## src/rbst_pkg.sv

```systemverilog
package rbst_pkg;

  // Width of every coordinate, ray parameter and register.
  localparam int DataW = 32;

  // Default number of fraction bits of the fixed-point format.
  localparam int FRAC_BITS_DEFAULT = 16;

  // Number of slab lanes: one per box corner coordinate.
  localparam int NumAxes  = 3;
  localparam int NumLanes = 2 * NumAxes;

  // Configuration port address width and register index width.
  localparam int AddrW = 5;
  localparam int IdxW  = 3;

  localparam logic [DataW-1:0] SatMax = {1'b0, {(DataW-1){1'b1}}};
  localparam logic [DataW-1:0] SatMin = {1'b1, {(DataW-1){1'b0}}};

  typedef enum logic [IdxW-1:0] {
    REG_ORIGIN_X    = 3'd0,
    REG_ORIGIN_Y    = 3'd1,
    REG_ORIGIN_Z    = 3'd2,
    REG_RECIP_DIR_X = 3'd3,
    REG_RECIP_DIR_Y = 3'd4,
    REG_RECIP_DIR_Z = 3'd5
  } rbst_reg_e;

  // Load enables of the five pipeline stages.
  typedef struct packed {
    logic s1;
    logic s2;
    logic s3;
    logic s4;
    logic s5;
  } rbst_adv_t;

endpackage

```

## src/rbst_merge.sv

```systemverilog
module rbst_merge (
  input  logic                              clk_i,
  input  rbst_pkg::rbst_adv_t               adv_i,
  input  logic signed [rbst_pkg::DataW-1:0] param_i [rbst_pkg::NumLanes],
  input  logic signed [rbst_pkg::DataW-1:0] ts_i,
  input  logic signed [rbst_pkg::DataW-1:0] te_i,
  output logic                              hit_o
);

  localparam int DW = rbst_pkg::DataW;
  localparam int NA = rbst_pkg::NumAxes;

  logic signed [DW-1:0] amin_d [NA];
  logic signed [DW-1:0] amax_d [NA];
  logic signed [DW-1:0] amin_q [NA];
  logic signed [DW-1:0] amax_q [NA];
  logic signed [DW-1:0] ts_q, te_q;
  logic signed [DW-1:0] near_t, far_t;
  logic                 hit_d, hit_q;

  // Lanes 0..2 carry the low corner, lanes 3..5 the high corner of each axis.
  always_comb begin
    for (int k = 0; k < NA; k++) begin
      if (param_i[k] < param_i[k+NA]) begin
        amin_d[k] = param_i[k];
        amax_d[k] = param_i[k+NA];
      end else begin
        amin_d[k] = param_i[k+NA];
        amax_d[k] = param_i[k];
      end
    end
  end

  always_comb begin
    near_t = ts_q;
    far_t  = te_q;
    for (int k = 0; k < NA; k++) begin
      if (amin_q[k] > near_t) begin
        near_t = amin_q[k];
      end
      if (amax_q[k] < far_t) begin
        far_t = amax_q[k];
      end
    end
    // An interval lying wholly inside the box counts as a miss.
    if (near_t <= ts_q && far_t >= te_q) begin
      hit_d = 1'b0;
    end else begin
      hit_d = (near_t <= far_t);
    end
  end

  always_ff @(posedge clk_i) begin
    if (adv_i.s4) begin
      amin_q <= amin_d;
      amax_q <= amax_d;
      ts_q   <= ts_i;
      te_q   <= te_i;
    end
    if (adv_i.s5) begin
      hit_q <= hit_d;
    end
  end

  assign hit_o = hit_q;

endmodule

```

## config.mk

```make
export PLATFORM = sky130hd
export DESIGN_NAME = rbst_merge
export DESIGN_NICKNAME = d
export VERILOG_FILES = /design/src/rbst_pkg.sv /design/src/rbst_merge.sv
export SDC_FILE = /design/constraint.sdc
export NUM_CORES = 1
export LEC_CHECK = 0
export ABC_AREA = 1
export CELL_PAD_IN_SITES_DETAIL_PLACEMENT = 0
export CELL_PAD_IN_SITES_GLOBAL_PLACEMENT = 2
export CORE_ASPECT_RATIO = 0.9
export CORE_MARGIN = 8
export CORE_UTILIZATION = 43
export DETAILED_ROUTE_END_ITERATION = 12
export DONT_BUFFER_PORTS = 1
export PLACE_DENSITY = 0.95
export REMOVE_ABC_BUFFERS = 1
export SETUP_SLACK_MARGIN = 0.4
export SLEW_MARGIN = 20
export SYNTH_ARGS = -nofsm -noshare
export SYNTH_HDL_FRONTEND = slang
export SYNTH_SLANG_ARGS = --single-unit
```

## constraint.sdc

```tcl
create_clock -name clk_i -period 17.7 [get_ports clk_i]
set_input_delay 2.655 -clock clk_i [delete_from_list [all_inputs] [get_ports clk_i]]
set_output_delay 2.655 -clock clk_i [all_outputs]
set_load 0.1 [all_outputs]
```

Yosys cells after proc, flatten, opt, wreduce, memory -nomap -nowiden
Index checks and enable logic that the tools add are counted.
- register bits after elaboration: 257
- input port bits: 262
- output and inout port bits: 1
- word-level logic and storage cells: 34
- magnitude comparators: 12
- mux-type cells: 12
- reductions and logical operators: 1
- operators with widths (cell ; count):
    32-bit two-way mux ; 12
    32-bit < comparator ; 6
    32-bit greater-than comparator ; 3
    32-bit <= comparator ; 2
    32-bit greater-or-equal comparator ; 1
    1-bit logical AND ; 1

Depth between registers and ports, before layout
- depth in word-level cells: 8
- gate-level depth with buffers: 63
- depth with buffers taken out: 60

Least setup slack after synthesis
No wires, ideal clock.
- path kind: register to register
- start: register amin_q[65] in the netlist's numbering
- end: register hit_q (netlist: hit_o), data pin
- setup time: 0.261 ns
- data arrival time: 7.578 ns
- data required time: 17.439 ns
- setup slack: 9.860 ns
- cell stages (with the launch flop): 53
- clock period less this slack: 7.840 ns
- path through: edfxtp_1 ha_1 a21oi_1 nor2_1 a211oi_1 o31a_1 o21ai_0 nand2_1 o2111ai_1 nand3_1 nand2_1 xnor2_1 nand2_1 clkbuf_1 nand2_1 o21ai_0 ha_1 a21oi_1 [... 17 more ...] o2111ai_1 a31oi_1 o21ai_0 a21oi_1 clkbuf_1 nand2_1 o21ai_0 ha_1 nand2_1 inv_1 a221oi_1 o221ai_1 nand2_1 o2111ai_1 a221oi_1 xnor2_1 a31oi_1 a21oi_1
- word-level cells in the longest chain between the ends: 8
- elaborated cells on any way between the ends: 9
- those cells by class: 5 x order compare; 3 x mux; 1 x reduce/logical
- ends and longest elaborated chain (element ; RTL line ; RTL):
    start: declaration ; rbst_merge.sv:15 ; logic signed [DW-1:0] amin_q [NA];
    start signal: assignment ; rbst_merge.sv:55 ; amin_q <= amin_d;
    32-bit greater-than comparator ; rbst_merge.sv:38 ; if (amin_q[k] > near_t) begin
    32-bit two-way mux * ; rbst_merge.sv:38 ;
    32-bit greater-than comparator ; rbst_merge.sv:38 ;
    32-bit two-way mux * ; rbst_merge.sv:38 ;
    32-bit greater-than comparator ; rbst_merge.sv:38 ;
    32-bit two-way mux * ; rbst_merge.sv:38 ;
    32-bit <= comparator ; rbst_merge.sv:46 ; if (near_t <= ts_q && far_t >= te_q) begin
    1-bit logical AND ; rbst_merge.sv:46 ;
    end signal: assignment ; rbst_merge.sv:61 ; hit_q <= hit_d;
    end: declaration ; rbst_merge.sv:19 ; logic hit_d, hit_q;
Every way passes the cells marked *; elsewhere a longest branch is shown, timed or not.
A chain may end at the register's enable or synchronous reset.

Final worst setup path
- start: register amin_q[66] in the netlist's numbering
- end: register hit_q (netlist: hit_o), data pin
The elaborated chain is that of the path after synthesis.

==> run summary <==
Run status -> complete, no violations
Max Cap Viol -> 0
Relative slew slack -> 0.2701
Internal power -> 2.216 mW
Met2 Wirelength -> 30560 um
Initial antenna violation count -> 9
PD cells -> 195.6 mW/mm^2
Most frequent cell after synthesis -> nand2_1
Port Buf Inserts -> 0
Setup TNS Final -> 0 ns
Vias in the first global route -> 17162
Vias per std cell -> 5.592
CP Capture Type -> register
CP Class -> reg2reg
Mean Syn Cell Area -> 8.358 um^2
Largest net degree at the start of global routing -> 257
CTS tree -> built
Hold crit path type -> reg2reg
Tcrit/Tclk final -> 0.6781
First-pass GRT wire length -> 98430 um
Seq. cell area -> 0.007717 mm^2
Final Hold Viols -> 0
Yosys top cell area share -> 0.3617
Synth area leader -> edfxtp_1
Max incr delay on CP -> 0.87 ns
Syn Inst Count -> 2553
Final Slew Violations -> 0
Worst r2r dst -> hit_o
Max Freq -> 83.31 MHz
Antenna-violating nets left -> 0
Clock skew -> 0.01784 ns
Fin nets -> 3146
DIE HEIGHT -> 227.3 um
Postcts setup bufs -> 0
WL final -> 65510 um
CP max-delay cell -> a2111oi_0
Final setup fails -> 0
Peak supply drop -> 0.1419 mV
Lkg Pwr -> 10.54 nW
Synth cell count leaders -> nand2_1, ha_1, o21ai_0, inv_1, a21oi_1
Layout cells sized above 1 -> 0.04036
GP Congestion -> 0.9217
Cell count of the worst reg-to-reg path -> 48
Hold Worst Slack -> 1.154 ns
Post-cts sizing count -> 0
Yosys warning count -> 0
Routed wire length per instance -> 20.73 um
Top_reg_cell synth -> edfxtp_1
Clock buffer depth -> 3
CP endpoint -> hit_o
Gr ovfl total -> 0
Clock root cell -> clkbuf_16
Met1 wire length -> 28380 um
Worst-Skew Late Latency -> 0.55 ns
Uppermost layer routed -> met5
Area of the die -> 0.05701 mm^2
Clock transition at path regs -> 0.06 ns
Placeable Area -> 0.04904 mm^2
H-tree level count -> 2
Reg power frac -> 0.194
Net Sw Frac -> 0.5059
Post-synth EDFFs -> 257
RSZ-0062 raised after global routing -> no
Worst R2R Setup Slack -> 5.70 ns
Final Critical Period -> 12.00 ns
IO Count -> 263
CP arrival -> 12.30 ns
Via count -> 17676
Hold-fix buffer count after cts -> 0
Post-route DRC -> 0
# clock sinks -> 257
TritonCTS Buffers -> 34
Row count -> 77
Pre-antenna DRT Iters -> 5
Gate power share -> 0.653
Synth Cell Area -> 0.02134 mm^2
Fillers -> 4749
Worst Path Max Fanout -> 48
Crit Reg-Reg Startpoint -> amin_q[66]
Met3 wire length -> 4865 um
HPWL after DPL -> 52590 um
GRT Util Overall -> 0.2246
Worst-margin pin slew -> 1.067 ns
Crit-path most repeated cell -> o21ai_0
Clock share of power -> 0.153
Post-synthesis cell type count -> 41
Multi-input logic area -> 0.01219 mm^2
Req. time, crit path -> 18.00 ns
Area grow syn2layout -> 7.435%
Worst setup SP type -> register
Psw -> 2.269 mW
Async set-reset flop share out of synthesis -> 0
Die width -> 250.8 um
Sequential cell area fraction in the yosys report -> 0.3617
DRT iter0 DRCs -> 1389
Crit path from -> amin_q[66]
Initial core utilization -> 0.4351
Top cells by area, synth -> edfxtp_1, ha_1, nand2_1
Synth Register Bits -> 257
area by class of cell:
class / count / share of cell area
multi-input cells: 1919 / 0.5317
repair buffers: 10 / 0.003439
clock buffers: 45 / 0.04170
diodes: 2 / 0.0002183
flip-flops and latches: 257 / 0.3367
inverters: 284 / 0.04650
well taps: 632 / 0.03450
clock inverters: 12 / 0.005294
worst min-delay path by stage:
stage | from | endpoint | slack, ns | cells after the start
finish | ts_q[0] | hit_o | 1.15 | 6
detailed placement | ts_q[0] | hit_o | 1.13 | 6
floorplan | te_q[30] | hit_o | 0.94 | 5
global route | ts_q[0] | hit_o | 1.27 | 6
CTS | ts_q[0] | hit_o | 1.16 | 6
global placement | ts_q[0] | hit_o | 1.11 | 6
metal layers:
layer  vias up  track usage
li1       8898            -
met1      8174       0.2809
met2       497       0.3835
met3        93      0.05740
met4        14      0.06229
met5         -            0
cells in the final DEF (no fill, tap or decap), types with 3 or more instances in the layout:
| cell | n |
|---|---|
| nand2_1 | 512 |
| ha_1 | 378 |
| o21ai_0 | 291 |
| inv_1 | 283 |
| a21oi_1 | 274 |
| edfxtp_1 | 257 |
| nor2_1 | 137 |
| nand3_1 | 136 |
| nand4_1 | 37 |
| clkbuf_16 | 37 |
| nand3_2 | 32 |
| nor3_1 | 19 |
| a211oi_1 | 13 |
| o211ai_1 | 10 |
| o21a_1 | 9 |
| o2111ai_1 | 9 |
| buf_4 | 9 |
| o221ai_1 | 8 |
| nor4_1 | 8 |
| clkbuf_1 | 8 |
| a21o_1 | 7 |
| a31oi_1 | 5 |
| clkinv_2 | 5 |
| a2111oi_0 | 4 |
| xnor2_1 | 3 |
| nand2_2 | 3 |
| xor2_4 | 3 |
| o221a_2 | 3 |
power groups by stage:
stage | logic [mW] | clock network [mW] | registers (mW)
floorplan | 2.11 | 0 | 0.846
global placement | 2.81 | 0 | 0.878
detailed placement | 2.89 | 0 | 0.878
CTS | 2.91 | 0.699 | 0.868
global route | 3.36 | 0.718 | 0.877
finish | 2.93 | 0.688 | 0.868
cell families after synthesis:
group,count (synthesis),synth area share
and+or+nand+nor,891,0.1822
buffers and inverters,377,0.07037
DFF,257,0.3617
xor gates and xnor gates,6,0.002463
adders and majority gates,378,0.2217
AOI/OAI and AO/OA,644,0.1616
critical path, delay by kind of cell (launching register included):
family          cells  cell delay (ns)
fa+ha+maj           4             1.36
compound gates     28             6.71
xor+xnor            2             0.34
flops               1             0.45
buf+inv             3             1.01
simple gates       11             1.81
state kept, by name, summed over array words and instances, names as in the netlist:
| name | count |
|---|---|
| amax_q | 96 |
| amin_q | 96 |
| te_q | 32 |
| ts_q | 32 |
| hit_o | 1 |
metrics by stage:
stage	util	cells	worst slack, ns	cell area, um^2	power [mW]
after global placement	0.4453	3102	6.056	21840	3.687
final	0.4675	3161	5.697	22920	4.485
after CTS	0.4673	3159	5.804	22910	4.479
after global routing	0.4674	3160	4.815	22920	4.954
after detailed placement	0.4453	3102	5.860	21840	3.772
after floorplan	-	2460	6.699	20900	2.956
(Power assumes the default switching activity.)
