## config.mk

```make
export PLATFORM = sky130hd
export DESIGN_NAME = rbst_lane
export DESIGN_NICKNAME = d
export VERILOG_FILES = /design/src/rbst_pkg.sv /design/src/rbst_lane.sv
export SDC_FILE = /design/constraint.sdc
export NUM_CORES = 2
export LEC_CHECK = 0
export BUFFER_PORTS_ARGS = -buffer_cell sky130_fd_sc_hd__buf_2
export CORE_UTILIZATION = 40
export DETAILED_ROUTE_END_ITERATION = 8
export SETUP_SLACK_MARGIN = 0.3
export SLEW_MARGIN = 5
export SYNTH_ARGS = -nofsm -noshare
export SYNTH_HDL_FRONTEND = slang
export SYNTH_SLANG_ARGS = --single-unit
```

## constraint.sdc

```tcl
create_clock -name clk_i -period 15.5 [get_ports clk_i]
set_input_delay 0.775 -clock clk_i [delete_from_list [all_inputs] [get_ports clk_i]]
set_output_delay 0.775 -clock clk_i [all_outputs]
set_load 0.01 [all_outputs]
```

## src/rbst_pkg.sv

```systemverilog
package rbst_pkg;

  // Width of every coordinate, ray parameter and register.
  localparam int DataW = 32;

  // Default number of fraction bits of the fixed-point format.
  localparam int FRAC_BITS_DEFAULT = 16;

  // Number of slab lanes: one per box corner coordinate.
  localparam int NumAxes  = 3;
  localparam int NumLanes = 2 * NumAxes;

  // Configuration port address width and register index width.
  localparam int AddrW = 5;
  localparam int IdxW  = 3;

  localparam logic [DataW-1:0] SatMax = {1'b0, {(DataW-1){1'b1}}};
  localparam logic [DataW-1:0] SatMin = {1'b1, {(DataW-1){1'b0}}};

  typedef enum logic [IdxW-1:0] {
    REG_ORIGIN_X    = 3'd0,
    REG_ORIGIN_Y    = 3'd1,
    REG_ORIGIN_Z    = 3'd2,
    REG_RECIP_DIR_X = 3'd3,
    REG_RECIP_DIR_Y = 3'd4,
    REG_RECIP_DIR_Z = 3'd5
  } rbst_reg_e;

  // Load enables of the five pipeline stages.
  typedef struct packed {
    logic s1;
    logic s2;
    logic s3;
    logic s4;
    logic s5;
  } rbst_adv_t;

endpackage

```

## src/rbst_lane.sv

```systemverilog
module rbst_lane #(
  parameter int FracBits = rbst_pkg::FRAC_BITS_DEFAULT
) (
  input  logic                                  clk_i,
  input  rbst_pkg::rbst_adv_t                   adv_i,
  input  logic signed [rbst_pkg::DataW-1:0]     corner_i,
  input  logic signed [rbst_pkg::DataW-1:0]     origin_i,
  input  logic signed [rbst_pkg::DataW-1:0]     recip_i,
  output logic signed [rbst_pkg::DataW-1:0]     param_o
);

  localparam int DW    = rbst_pkg::DataW;
  localparam int DiffW = DW + 1;
  localparam int ProdW = DiffW + DW;
  // The kept field's sign bit and all bits above it, which must all match.
  localparam int TopW  = ProdW - (DW - 1) - FracBits;

  logic signed [DiffW-1:0] diff_d, diff_q;
  logic signed [ProdW-1:0] prod_d, prod_q;
  logic        [TopW-1:0]  top_bits;
  logic                    fits;
  logic signed [DW-1:0]    param_d, param_q;

  assign diff_d = {corner_i[DW-1], corner_i} - {origin_i[DW-1], origin_i};
  assign prod_d = diff_q * recip_i;

  // Floor scaling is a plain arithmetic shift; saturate when the upper bits
  // are not a pure sign extension.
  assign top_bits = prod_q[ProdW-1 -: TopW];
  assign fits     = (&top_bits) || !(|top_bits);

  always_comb begin
    if (fits) begin
      param_d = prod_q[FracBits +: DW];
    end else if (prod_q[ProdW-1]) begin
      param_d = rbst_pkg::SatMin;
    end else begin
      param_d = rbst_pkg::SatMax;
    end
  end

  always_ff @(posedge clk_i) begin
    if (adv_i.s1) begin
      diff_q <= diff_d;
    end
    if (adv_i.s2) begin
      prod_q <= prod_d;
    end
    if (adv_i.s3) begin
      param_q <= param_d;
    end
  end

  assign param_o = param_q;

endmodule

```

### Word level (Yosys, flattened, before mapping)

Cells that the tools add are included.

| operators by class | value |
|---|---|
| $add $sub $neg | 1 |
| $mul | 1 |
| multiplexer cells | 2 |
| reductions and logical operators | 4 |

Operators with widths:

| kind | count |
|---|---|
| 33-bit by 32-bit multiplier with 65-bit output | 1 |
| 32-bit 2-to-1 mux | 2 |
| 32-bit by 32-bit subtractor with 33-bit output | 1 |
| 18-bit AND reduction | 1 |
| 18-bit OR reduction | 1 |
| 1-bit zero test | 1 |
| 1-bit logical OR | 1 |

| storage, ports and cells | value |
|---|---|
| bits in registers | 130 |
| input port bits | 102 |
| output and inout bits | 32 |
| word-level logic and storage cells | 11 |

### Longest topological paths before layout

| logic depth | value |
|---|---|
| depth after elaboration | 4 |
| depth in mapped cells | 30 |
| mapped depth without buffers | 29 |

### Least setup slack after synthesis

Ideal clock, no wire load.

| timing path | value |
|---|---|
| path type | input to register |
| start point | input port recip_i[5] in the netlist's numbering |
| end point | register prod_q[64] (data pin) |
| setup time | 0.261 ns |
| arrival time | 7.854 ns |
| required time | 15.239 ns |
| slack | 7.385 ns |
| stages | 27 |
| path buffers | 1 |
| cells stage by stage | clkbuf_1 nand2_1 inv_1 fa_1 inv_1 fa_1 inv_1 fa_1 fa_1 inv_1 fa_1 inv_1 fa_1 fa_1 fa_1 ha_1 a21o_1 a21o_1 a21o_1 a31oi_1 o21ai_0 a21oi_1 o21ai_0 a21o_1 a21oi_1 o21ai_0 xnor2_1 |

| on the way | value |
|---|---|
| longest elaborated chain between the ends | 1 |

Ends and longest elaborated chain:

| what | RTL line | source |
|---|---|---|
| start: declaration | rbst_lane.sv:8 | `input logic signed [rbst_pkg::DataW-1:0] recip_i,` |
| 33-bit by 32-bit multiplier with 65-bit output | rbst_lane.sv:25 | `assign prod_d = diff_q * recip_i;` |
| via prod_d[64] | rbst_lane.sv:19 | `logic signed [ProdW-1:0] prod_d, prod_q;` |
| end signal: assignment | rbst_lane.sv:47 | `prod_q <= prod_d;` |
| end: declaration | rbst_lane.sv:19 |  |

The timed path passes the listed nets, and every way through them passes these cells.
A chain may end at the register's enable or synchronous reset.

### Worst setup path in the final report

| timing path | value |
|---|---|
| start point | input port recip_i[2] in the netlist's numbering |
| end point | register prod_q[58] (data pin) |

Same word-level chain as after synthesis.

==> impl_metrics.tcl <==
set metrics [dict create \
    dr.first_iter.drc_count 1181 \
    finalSetupViolations 0 \
    clock-skew-final_ns 0.02112 \
    outcome "complete, no violations" \
    grt_most_used_layer "met2" \
    min_path_type "flip-flop to flip-flop" \
    tns_ns 0 \
    antenna_found_initial 4 \
    worst_ep_arrival_time_ns 9.41 \
    syn_nets 5668 \
    grt_start_max_net_pins 50 \
    worstSetupEndpointType "flip-flop" \
    synth.cell_area_um2 41640 \
    first_global_vias 32100 \
    seq_area_frac_synth_pct 8.220 \
    cts_buffers 17 \
    cts_num_sinks 114 \
    post_synth.cell_area_avg_um2 9.822 \
    total_iterations_of_the_first_detailed_routing_run 5 \
    core.rowCount 117 \
    clock_latency_ns 0.49 \
    routedWlPerCell_um 18.53 \
    area_delta_synth_final_pct 5.934 \
    dieArea_um2 105400 \
    critPathRequiredTime_ns 15.72 \
    finalMaxSlewViolations 0 \
    post_synth_main_area_contributors "sky130_fd_sc_hd__fa_1, sky130_fd_sc_hd__inv_1, sky130_fd_sc_hd__edfxtp_1, sky130_fd_sc_hd__and2_1, sky130_fd_sc_hd__ha_1" \
    rsz0062_at_grt "false" \
    period_utilization_post_route_pct 59.33 \
    worst_setup_hold_path_clk_slew_ns 0.08 \
    fmax_mhz 108.7 \
    chipHeight_um 324.7 \
    grt_usage_pct 21.24 \
    synth.top_cells.by_count "sky130_fd_sc_hd__fa_1, sky130_fd_sc_hd__inv_1, sky130_fd_sc_hd__nand2_1" \
    total_congestion_overflow 0 \
    synth_cell_types 72 \
    max_slew.worst_pin.slew_ns 0.9181 \
    vias 27890 \
    yosysWarnings 0 \
    post-dp-hpwl_um 81890 \
    hold_viol_final 0 \
    min_period_ns 9.196 \
    remaining_design_rule_violation_count 0 \
    synth_ff_type "sky130_fd_sc_hd__edfxtp_1" \
    clock_tree.buffer_depth 2 \
    grtUsageMet2_pct 40.39 \
    wire_length_of_the_first_global_routing_pass_um 174200 \
    ant_nets 0 \
    totalWireLength_um 104100 \
    post-cts-setup-buffer-count 0 \
    library_cell_with_the_highest_instance_count_after_synthesis "sky130_fd_sc_hd__fa_1" \
    syn_inst 4240 \
    criticalPathCategory "primary input to flip-flop" \
    horiz_die_dim_um 324.7 \
    effective_utilization_at_floorplan_pct 40.64 \
    cts-root-buf "sky130_fd_sc_hd__clkbuf_16" \
    max_cap_violations 0 \
    cts-resized-gates 0 \
    gp_congestion 0.8475 \
    netlist.top_cell.by_area "sky130_fd_sc_hd__fa_1" \
    boundary_pin_count 134 \
    drive_above_1_share_pct 5.628 \
    groute.layer.met3.usage_pct 2.247 \
    synth-edff-count 114 \
    synth_top_area_share_pct 53.46 \
    via_per_inst 4.965 \
    design.final.nets 5662 \
    global_route.usage.met1_pct 24.43 \
    htreeDepth 4 \
    place.port_buffers 131 \
    ys_seq_elements 114 \
    maxSlewHeadroom_pct 38.15 \
    fill_cells 10050 \
    path_max_fanout 33 \
    synth-async-reset-ratio_pct 0 \
    cts.hold.buffers_added 0 \
    core-area_um2 102500 \
    tritoncts_clock_tree "built" \
    setup.worst_path.start_class "primary input" \
]
[path summary, 6_finish.rpt]
| path | startpoint | to | slack [ns] | cells past startpoint |
|---|---|---|---|---|
| max | recip_i[2] | prod_q[58] | 6.30 | 28 |
| min | prod_q[42] | param_o[26] | 0.51 | 1 |
| max reg2reg | diff_q[14] | prod_q[58] | 6.43 | 27 |
| min reg2reg | prod_q[42] | param_o[26] | 0.51 | 1 |
[placed cells by master, fill, tap and decap left out, types with 6 or more instances in the layout]
cell	Yosys	routed
sky130_fd_sc_hd__a211oi_1	6	6
sky130_fd_sc_hd__a21o_1	73	73
sky130_fd_sc_hd__a21oi_1	63	63
sky130_fd_sc_hd__and2_1	513	513
sky130_fd_sc_hd__buf_2	1	131
sky130_fd_sc_hd__buf_4	0	48
sky130_fd_sc_hd__clkbuf_16	0	17
sky130_fd_sc_hd__edfxtp_1	114	114
sky130_fd_sc_hd__fa_1	1112	1112
sky130_fd_sc_hd__ha_1	214	214
sky130_fd_sc_hd__inv_1	1039	1039
sky130_fd_sc_hd__inv_6	0	6
sky130_fd_sc_hd__nand2_1	548	548
sky130_fd_sc_hd__nand2b_1	18	18
sky130_fd_sc_hd__nand3_1	19	19
sky130_fd_sc_hd__nand4_1	14	14
sky130_fd_sc_hd__nor2_1	69	68
sky130_fd_sc_hd__nor2b_1	9	9
sky130_fd_sc_hd__nor3_1	12	12
sky130_fd_sc_hd__nor4_1	7	7
sky130_fd_sc_hd__o21a_1	11	11
sky130_fd_sc_hd__o21ai_0	34	34
sky130_fd_sc_hd__xnor2_1	65	65
sky130_fd_sc_hd__xor2_1	20	20
[critical path, cell delays in order]
cell and delay [ns]:
sky130_fd_sc_hd__buf_2 0.08, sky130_fd_sc_hd__buf_4 0.44, sky130_fd_sc_hd__nand2_1 0.16, sky130_fd_sc_hd__fa_1 0.53, sky130_fd_sc_hd__fa_1 0.59, sky130_fd_sc_hd__fa_1 0.47
sky130_fd_sc_hd__fa_1 0.55, sky130_fd_sc_hd__inv_1 0.05, sky130_fd_sc_hd__fa_1 0.49, sky130_fd_sc_hd__inv_1 0.05, sky130_fd_sc_hd__fa_1 0.53, sky130_fd_sc_hd__inv_1 0.05
sky130_fd_sc_hd__fa_1 0.47, sky130_fd_sc_hd__inv_1 0.05, sky130_fd_sc_hd__fa_1 0.53, sky130_fd_sc_hd__inv_1 0.06, sky130_fd_sc_hd__ha_1 0.34, sky130_fd_sc_hd__nand4_1 0.31
sky130_fd_sc_hd__or2_1 0.16, sky130_fd_sc_hd__a2bb2oi_1 0.49, sky130_fd_sc_hd__nand3_1 0.35, sky130_fd_sc_hd__a211oi_2 0.66, sky130_fd_sc_hd__or2_4 0.27, sky130_fd_sc_hd__o21ai_2 0.11
sky130_fd_sc_hd__a311oi_4 0.35, sky130_fd_sc_hd__o221ai_2 0.18, sky130_fd_sc_hd__a21oi_2 0.17, sky130_fd_sc_hd__xnor2_1 0.09
[routing by layer]
metal	part of all wire (%)	wire, µm	vias to the layer above
li1	-	-	12230
met1	38	39360	14890
met2	55	57050	613
met3	3.7	3895	165
met4	3.6	3785	0
met5	0	0	-
[sequential cells by signal, summed over array words and instances, names as in the netlist]
| name | count |
|---|---|
| param_o | 32 |
| diff_q | 33 |
| prod_q | 49 |
[kinds of logic after synthesis]
family	synth area share, %
compound gates	3.993
mux	0.02404
simple gates	14.75
flops	8.220
fa+ha+maj	59.89
buf+inv	11.30
xor+xnor	1.827
[layout make-up]
type	count	area [µm²]	area share, %
Clock inverter	14	103.9	0.2354
Clock buffer	18	429.2	0.9728
Antenna cell	3	7.507	0.01702
Inverter	1040	3904	8.849
Sequential cell	114	3423	7.760
Tap cell	1368	1712	3.880
Multi-Input combinational cell	2882	33520	75.98
Timing Repair Buffer	179	1016	2.303
[per-stage QoR]
stage	cells	instance area (µm²)	util [%]	worst slack, ns	hold slack, ns
6_report	5618	44110	43.05	6.304	0.5071
5_1_grt	5617	44110	43.05	5.997	0.5320
4_1_cts	5615	44110	43.04	6.291	0.5107
3_5_place_dp	5583	43570	42.52	5.758	0.5065
3_3_place_gp	5583	43570	42.52	5.822	0.5019
2_1_floorplan	4240	41640	-	7.385	0.4951
Power is not shown: default switching activity piles up to over one toggle a cycle in this logic, so the estimate is an artifact.
